<file path="config.mk">
export PLATFORM = sky130hd
export DESIGN_NAME = circular_array_rank_list_core
export DESIGN_NICKNAME = d
export VERILOG_FILES = /design/src/hdl/crl_pkg.sv /design/src/hdl/crl_ring_ram.sv /design/src/hdl/circular_array_rank_list_core.sv
export SDC_FILE = /design/constraint.sdc
export NUM_CORES = 1
export LEC_CHECK = 0
export BUFFER_PORTS_ARGS = -buffer_cell sky130_fd_sc_hd__buf_2
export CAP_MARGIN = 15
export CORE_MARGIN = 4
export CORE_UTILIZATION = 55
export DETAILED_ROUTE_END_ITERATION = 10
export PLACE_DENSITY_LB_ADDON = 0.2
export REMOVE_ABC_BUFFERS = 1
export SYNTH_ARGS = -nofsm -noshare
export SYNTH_HDL_FRONTEND = slang
export SYNTH_SLANG_ARGS = --single-unit
</file>
<file path="constraint.sdc">
create_clock -name clk -period 3.6 [get_ports clk]
set_input_delay 0.18 -clock clk [delete_from_list [all_inputs] [get_ports clk]]
set_output_delay 0.18 -clock clk [all_outputs]
set_load 0.01 [all_outputs]
</file>
<file path="src/hdl/crl_pkg.sv">
// Shared constants for the circular array rank list: field widths, modes and status codes.
`timescale 1ns / 1ps
`default_nettype none
package crl_pkg;

	localparam int ITEM_W   = 8;
	localparam int MODE_W   = 3;
	localparam int RANK_W   = 4;
	localparam int SIZE_W   = 4;
	localparam int STATUS_W = 2;

	localparam logic [MODE_W-1:0] MODE_SIZE   = 3'd0;
	localparam logic [MODE_W-1:0] MODE_GET    = 3'd1;
	localparam logic [MODE_W-1:0] MODE_SET    = 3'd2;
	localparam logic [MODE_W-1:0] MODE_ADD    = 3'd3;
	localparam logic [MODE_W-1:0] MODE_REMOVE = 3'd4;

	localparam logic [STATUS_W-1:0] STAT_OK    = 2'd0;
	localparam logic [STATUS_W-1:0] STAT_RANK  = 2'd1;
	localparam logic [STATUS_W-1:0] STAT_FULL  = 2'd2;
	localparam logic [STATUS_W-1:0] STAT_EMPTY = 2'd3;

endpackage
`default_nettype wire

</file>
<file path="src/hdl/crl_ring_ram.sv">
// Ring storage: one write port, one read port, registered read data.
`timescale 1ns / 1ps
`default_nettype none
module crl_ring_ram
	import crl_pkg::*;
#(
	parameter int DEPTH = 16,
	parameter int AW    = 4
) (
	input  wire logic              clk,
	input  wire logic              we,
	input  wire logic [AW-1:0]     waddr,
	input  wire logic [ITEM_W-1:0] wdata,
	input  wire logic              re,
	input  wire logic [AW-1:0]     raddr,
	output logic      [ITEM_W-1:0] rdata
);

	logic [ITEM_W-1:0] ram_q [DEPTH];
	logic [ITEM_W-1:0] rd_data_q;

	always_ff @(posedge clk) begin
		if (we) begin
			ram_q[waddr] <= wdata;
		end
		if (re) begin
			rd_data_q <= ram_q[raddr];
		end
	end

	assign rdata = rd_data_q;

endmodule
`default_nettype wire

</file>
<file path="src/hdl/circular_array_rank_list_core.sv">
// Top level of the circular array rank list: command decode, shift sequencer and ring state.
//
// A ranked list of bytes kept in a ring of SLOTS entries (at most SLOTS-1 items).
// A command is taken when start is high and busy is low. Its single result appears
// on item_out, list_size and status for exactly one cycle with done high, and the
// receiver cannot hold it off. Size requests, errors and set give the result the
// cycle after the command. A get registers the read data in S_GET. Add and remove
// shift the shorter side of the list by one slot, one item at a time through the
// ring memory (a read in S_RD, then a write in S_WR of the data read back). A
// remove first captures its item in S_TAKE; both end in S_FIN, which writes the
// new byte of an add and updates the count. busy stays high until the cycle in
// which the result is out. list_size reports the low 4 bits of the item count.
// Slots of the ring are never cleared; only slots holding items are read.
`timescale 1ns / 1ps
`default_nettype none
module circular_array_rank_list_core
	import crl_pkg::*;
#(
	parameter int SLOTS = 16
) (
	input  wire logic                clk,
	input  wire logic                arst_n,
	input  wire logic                start,
	output logic                     busy,
	input  wire logic [MODE_W-1:0]   mode,
	input  wire logic [RANK_W-1:0]   rank,
	input  wire logic [ITEM_W-1:0]   item_in,
	output logic                     done,
	output logic      [ITEM_W-1:0]   item_out,
	output logic      [SIZE_W-1:0]   list_size,
	output logic      [STATUS_W-1:0] status
);

	localparam int CW = $clog2(SLOTS);
	localparam int MW = (CW > RANK_W) ? CW : RANK_W;
	localparam int SW = MW + 1;

	localparam logic [2:0] S_IDLE = 3'd0;
	localparam logic [2:0] S_GET  = 3'd1;
	localparam logic [2:0] S_TAKE = 3'd2;
	localparam logic [2:0] S_RD   = 3'd3;
	localparam logic [2:0] S_WR   = 3'd4;
	localparam logic [2:0] S_FIN  = 3'd5;

	function automatic logic [CW-1:0] ring_inc(input logic [CW-1:0] a);
		return (a == CW'(SLOTS - 1)) ? '0 : a + 1'b1;
	endfunction

	function automatic logic [CW-1:0] ring_dec(input logic [CW-1:0] a);
		return (a == '0) ? CW'(SLOTS - 1) : a - 1'b1;
	endfunction

	logic [2:0]        state_q;
	logic [CW-1:0]     front_q;
	logic [CW-1:0]     count_q;
	logic [CW-1:0]     src_q;
	logic [CW-1:0]     moves_q;
	logic              up_q;
	logic [CW-1:0]     fin_addr_q;
	logic [ITEM_W-1:0] item_q;
	logic              is_add_q;
	logic              front_side_q;
	logic              done_q;
	logic [ITEM_W-1:0] item_out_q;
	logic [STATUS_W-1:0] status_q;

	logic              accept;
	logic [MW-1:0]     rank_ext;
	logic [MW-1:0]     n_ext;
	logic [SW-1:0]     pr_sum;
	logic [SW-1:0]     pn_sum;
	logic [CW-1:0]     pr;
	logic [CW-1:0]     pn;
	logic              full;
	logic              empty;
	logic              rank_bad;
	logic              rank_bad_add;
	logic              front_side;
	logic [CW-1:0]     dst;

	logic              mem_we;
	logic [CW-1:0]     mem_waddr;
	logic [ITEM_W-1:0] mem_wdata;
	logic              mem_re;
	logic [CW-1:0]     mem_raddr;
	logic [ITEM_W-1:0] mem_rdata;

	assign accept = start && (state_q == S_IDLE);
	assign busy   = (state_q != S_IDLE);

	assign rank_ext = MW'(rank);
	assign n_ext    = MW'(count_q);

	// ring slots of rank r and of rank n (one past the back)
	assign pr_sum = SW'(front_q) + SW'(rank);
	assign pn_sum = SW'(front_q) + SW'(count_q);
	assign pr = (pr_sum >= SW'(SLOTS)) ? CW'(pr_sum - SW'(SLOTS)) : CW'(pr_sum);
	assign pn = (pn_sum >= SW'(SLOTS)) ? CW'(pn_sum - SW'(SLOTS)) : CW'(pn_sum);

	assign full         = (count_q == CW'(SLOTS - 1));
	assign empty        = (count_q == '0);
	assign rank_bad     = (rank_ext >= n_ext);
	assign rank_bad_add = (rank_ext > n_ext);
	assign front_side   = (rank_ext < (n_ext >> 1));

	// up: item moves one slot toward the front
	assign dst = up_q ? ring_dec(src_q) : ring_inc(src_q);

	always_comb begin
		mem_we    = 1'b0;
		mem_waddr = dst;
		mem_wdata = mem_rdata;
		mem_re    = 1'b0;
		mem_raddr = src_q;
		case (state_q)
			S_IDLE: begin
				if (accept) begin
					mem_raddr = pr;
					mem_waddr = pr;
					mem_wdata = item_in;
					if (mode == MODE_SET && !rank_bad) begin
						mem_we = 1'b1;
					end
					if ((mode == MODE_GET && !rank_bad) ||
					    (mode == MODE_REMOVE && !empty && !rank_bad)) begin
						mem_re = 1'b1;
					end
				end
			end
			S_RD: begin
				mem_re = 1'b1;
			end
			S_WR: begin
				mem_we = 1'b1;
			end
			S_FIN: begin
				mem_we    = is_add_q;
				mem_waddr = fin_addr_q;
				mem_wdata = item_q;
			end
			default: begin
			end
		endcase
	end

	crl_ring_ram #(
		.DEPTH(SLOTS),
		.AW   (CW)
	) u_ram (
		.clk  (clk),
		.we   (mem_we),
		.waddr(mem_waddr),
		.wdata(mem_wdata),
		.re   (mem_re),
		.raddr(mem_raddr),
		.rdata(mem_rdata)
	);

	always_ff @(posedge clk or negedge arst_n) begin
		if (!arst_n) begin
			state_q <= S_IDLE;
			front_q <= '0;
			count_q <= '0;
			done_q  <= 1'b0;
		end else begin
			done_q <= 1'b0;
			case (state_q)
				S_IDLE: begin
					if (accept) begin
						case (mode)
							MODE_GET: begin
								if (rank_bad) begin
									done_q <= 1'b1;
								end else begin
									state_q <= S_GET;
								end
							end
							MODE_SET: begin
								done_q <= 1'b1;
							end
							MODE_ADD: begin
								if (full || rank_bad_add) begin
									done_q <= 1'b1;
								end else if (front_side && rank_ext == '0) begin
									state_q <= S_FIN;
								end else if (!front_side && rank_ext == n_ext) begin
									state_q <= S_FIN;
								end else begin
									state_q <= S_RD;
								end
							end
							MODE_REMOVE: begin
								if (empty || rank_bad) begin
									done_q <= 1'b1;
								end else begin
									state_q <= S_TAKE;
								end
							end
							default: begin
								done_q <= 1'b1;
							end
						endcase
					end
				end
				S_GET: begin
					done_q  <= 1'b1;
					state_q <= S_IDLE;
				end
				S_TAKE: begin
					state_q <= (moves_q == '0) ? S_FIN : S_RD;
				end
				S_RD: begin
					state_q <= S_WR;
				end
				S_WR: begin
					state_q <= (moves_q == CW'(1)) ? S_FIN : S_RD;
				end
				S_FIN: begin
					done_q  <= 1'b1;
					state_q <= S_IDLE;
					if (is_add_q) begin
						count_q <= count_q + 1'b1;
						if (front_side_q) begin
							front_q <= ring_dec(front_q);
						end
					end else begin
						count_q <= count_q - 1'b1;
						if (front_side_q) begin
							front_q <= ring_inc(front_q);
						end
					end
				end
				default: begin
					state_q <= S_IDLE;
				end
			endcase
		end
	end

	// sequencer payload and result fields
	always_ff @(posedge clk) begin
		case (state_q)
			S_IDLE: begin
				if (accept) begin
					item_q       <= item_in;
					is_add_q     <= (mode == MODE_ADD);
					front_side_q <= front_side;
					item_out_q   <= '0;
					status_q     <= STAT_OK;
					case (mode)
						MODE_GET: begin
							if (rank_bad) begin
								status_q <= STAT_RANK;
							end
						end
						MODE_SET: begin
							if (rank_bad) begin
								status_q <= STAT_RANK;
							end else begin
								item_out_q <= item_in;
							end
						end
						MODE_ADD: begin
							if (full) begin
								status_q <= STAT_FULL;
							end else if (rank_bad_add) begin
								status_q <= STAT_RANK;
							end
							if (front_side) begin
								// ranks 0..r-1 move toward the front, new byte lands before rank r
								up_q       <= 1'b1;
								src_q      <= front_q;
								moves_q    <= CW'(rank_ext);
								fin_addr_q <= ring_dec(pr);
							end else begin
								// ranks n-1 down to r move toward the back
								up_q       <= 1'b0;
								src_q      <= ring_dec(pn);
								moves_q    <= CW'(n_ext - rank_ext);
								fin_addr_q <= pr;
							end
						end
						MODE_REMOVE: begin
							if (empty) begin
								status_q <= STAT_EMPTY;
							end else if (rank_bad) begin
								status_q <= STAT_RANK;
							end
							if (front_side) begin
								up_q    <= 1'b0;
								src_q   <= ring_dec(pr);
								moves_q <= CW'(rank_ext);
							end else begin
								up_q    <= 1'b1;
								src_q   <= ring_inc(pr);
								moves_q <= CW'(n_ext - rank_ext - MW'(1));
							end
							fin_addr_q <= pr;
						end
						default: begin
						end
					endcase
				end
			end
			S_GET: begin
				item_out_q <= mem_rdata;
			end
			S_TAKE: begin
				item_out_q <= mem_rdata;
			end
			S_WR: begin
				moves_q <= moves_q - 1'b1;
				src_q   <= up_q ? ring_inc(src_q) : ring_dec(src_q);
			end
			default: begin
			end
		endcase
	end

	logic [MW-1:0] count_ext;
	assign count_ext = MW'(count_q);

	assign done      = done_q;
	assign item_out  = item_out_q;
	assign status    = status_q;
	assign list_size = count_ext[SIZE_W-1:0];

endmodule
`default_nettype wire

</file>
==> metrics.yaml <==
synth:
  syn_area_um2: 9060
  synth_top_cell_area_share_pct: 56.0
  synthDistinctLibCells: 64
  yosysSeqAreaShare_pct: 59.3
  synthCells: 720
  ys_ff_latch: 181
  synth_commonest_cells: "edfxtp_1, mux2i_1, nand2_1, nor2_1, a22oi_1"
  synth_ff_type: "edfxtp_1"
  yosysTopAreaCell: "edfxtp_1"
  synthTopCellsByArea: "edfxtp_1, mux2i_1, ha_1, a22oi_1, dfrtp_1"
  synth-edff-count: 169
  synthArstFlopShare_pct: 6.63
  yosysWarnings: 0
  yosysMostFrequentCell: "edfxtp_1"
  syn_area_per_cell_um2: 12.6
place:
  pre_cts_ws_ps: 591
  gp_congestion: 0.913
  post-dp-hpwl_um: 14500
  placed_cell_area_um2: 9550
  place.port_buffers: 33
finish:
  fillCellCount: 1208
  diodes: 0
  final_cell_area_um2: 10200
  drive_above_1_share_pct: 13.5
  area.growth.synth_to_final_pct: 12.9
  fin_nets: 829
floorplanning:
  num_rows: 46
  core_um2: 16000
  dieWidth_um: 136
  start_util_pct: 56.6
  ios: 34
  fp.dieH_um: 136
  die-area_um2: 18600
sta:
  hold_slack_ps: 167
  slew_headroom_pct: 24.9
  period_needed_ps: 3090
  maxSlewViolCount: 0
  rsz0062_at_grt: "no"
  fin_setup_tns_ps: 0
  setup_slack_ps: 505
  setup-violations-final: 0
  worst_slew_pin_slew_ps: 1120
  min_period_over_period_pct: 86.0
  fmax_ghz: 0.323
  fin_skew_ps: 14.1
  hold_viol_final: 0
global_route:
  grt_pass1_wl_um: 32700
  grt_max_degree: 37
  grt_pass1_vias: 5916
  grt_usage_pct: 23.4
  antenna_found_initial: 0
  overflow: 0
run_status:
  outcome: "finished, final reports clean"
power_and_ir_drop:
  intPower_mw: 3.45
  power_leakage_nw: 3.90
  ir_drop_uv: 351
  p_seq_share_pct: 51.6
  p_sw_share_pct: 24.1
  share_comb_of_total_power_pct: 8.3
  power.total_mw: 4.54
  power_density_nw_per_um2: 444
  clkPwrFrac_pct: 40.2
  switchingPower_mw: 1.09
worst_setup_path:
  critical_path_arrival_ps: 3250
  endpoint_kind: "register"
  r2r_end: "u_ram.rdata[4]"
  path_class: "register to register"
  critPathRequiredTime_ps: 3760
  worstPathMaxFanout: 13
  endpoint: "u_ram.rdata[4]"
  r2r_slack_ps: 510
  rr_worst_depth: 6
  cp-startpoint: "state_q[0]"
  startpoint_type: "register"
  r2r_start: "state_q[0]"
worst_hold_path:
  holdCritStartpoint: "mode[1]"
  hold_class: "input port to register"
route:
  drtIter0Drc: 708
  drt-wirelength-per-cell_um: 20.9
  vias: 6168
  drt_pass1_iterations: 5
  viasPerCell: 6.13
  antenna_left: 0
  post-route-drc-count: 0
  routed_wl_um: 21100
clock_network:
  clk-insertion-delay-late_ps: 440
  cts_inserted_buffers: 17
  cts_sinks: 181
  clk_pin_slew_worst_paths_ps: 70
  ctsRootBufferMaster: "clkbuf_16"
  clock_path_buffers: 2
  cts_tree: "built"
  cts.htree.levels: 4
run:
  maxCapViolations: 0
## area by class of cell
cell class | instances | area (um^2) | area share [%]
well taps | 216 | 270 | 2.64
flip-flops and latches | 181 | 5380 | 52.6
clock buffers | 18 | 429 | 4.20
repair buffers | 72 | 488 | 4.77
multi-input cells | 478 | 3400 | 33.3
clock inverters | 14 | 158 | 1.54
inverters | 28 | 105 | 1.03
## per-layer routing
metal	vias up	part of all wire, %	track usage (%)	wire [um]
met2	264	48	37.1	10000
met1	3023	44	33.4	9280
li1	2852	-	-	-
met5	-	0	0	0
met3	29	6.8	4.44	1440
met4	0	1.6	6.10	330
## state kept, by name (all words and copies together), names as in the netlist, 8 cells and up
name,flops
u_ram.rdata,8
item_out,8
u_ram.ram_q,128
item_q,8
## worst min path at each step
stage,endpoint,depth (start not counted)
after floorplan,done,0
after global placement,front_q[1],1
after detailed placement,front_q[2],1
after CTS,status[0],2
after global routing,status[0],2
final,status[0],2
## kinds of logic after synthesis
family	count (synthesis)	synth area share [%]
fa+ha+maj	33	4.89
flops	181	59.3
compound gates	164	12.4
mux	75	8.62
simple gates	183	9.38
buf+inv	61	3.09
xor+xnor	23	2.22
## what timing repair did
item,CTS,global route
hold endpoints to repair,20,0
hold buffers,9,0
buffers inserted,0,0
gates resized for setup,0,0
endpoints found under the setup margin,0,0
## power groups by stage
stage	registers (mW)	logic [mW]	clock network, mW
after floorplan	2.39	0.235	0
after global placement	2.39	0.352	0
after detailed placement	2.39	0.361	0
after CTS	2.34	0.372	1.84
after global routing	2.34	0.409	1.94
final	2.34	0.375	1.82
## critical path, cell delays in order (launching register included)
cell,delay [ps]
dfrtp_1,520
or4b_4,720
mux2i_4,530
and2_0,510
a22oi_1,210
nand3_1,200
o21ai_1,100
## cell usage in the layout, fill, tap and decap left out, types with 5 or more instances in the layout
| cell type | synthesis | layout |
|---|---|---|
| ha_1 | 29 | 29 |
| mux2i_1 | 69 | 69 |
| nand2b_1 | 5 | 5 |
| buf_2 | 1 | 34 |
| nor3_1 | 7 | 7 |
| o31ai_1 | 5 | 5 |
| nor2b_1 | 5 | 5 |
| nor2_1 | 50 | 50 |
| inv_1 | 27 | 27 |
| a31oi_1 | 6 | 6 |
| a21o_1 | 5 | 5 |
| a211oi_1 | 7 | 7 |
| o21ai_0 | 19 | 19 |
| nand2_1 | 65 | 65 |
| nand3_1 | 18 | 18 |
| xnor2_1 | 14 | 14 |
| xor2_1 | 9 | 9 |
| a22oi_1 | 43 | 43 |
| dfrtp_1 | 12 | 12 |
| inv_6 | 0 | 5 |
| and2_1 | 5 | 5 |
| buf_4 | 1 | 27 |
| edfxtp_1 | 169 | 169 |
| dlygate4sd3_1 | 0 | 9 |
| clkbuf_16 | 0 | 17 |
| a21oi_1 | 33 | 33 |
| a22o_1 | 9 | 9 |
| o21ai_1 | 9 | 9 |
## per-stage QoR
step / utilization (%) / std cells
floorplan: - / 687
global placement: 59.6 / 964
detailed placement: 59.7 / 965
CTS: 63.9 / 1006
global route: 63.9 / 1007
finish: 63.9 / 1007
Power figures use the tool's default switching activity.
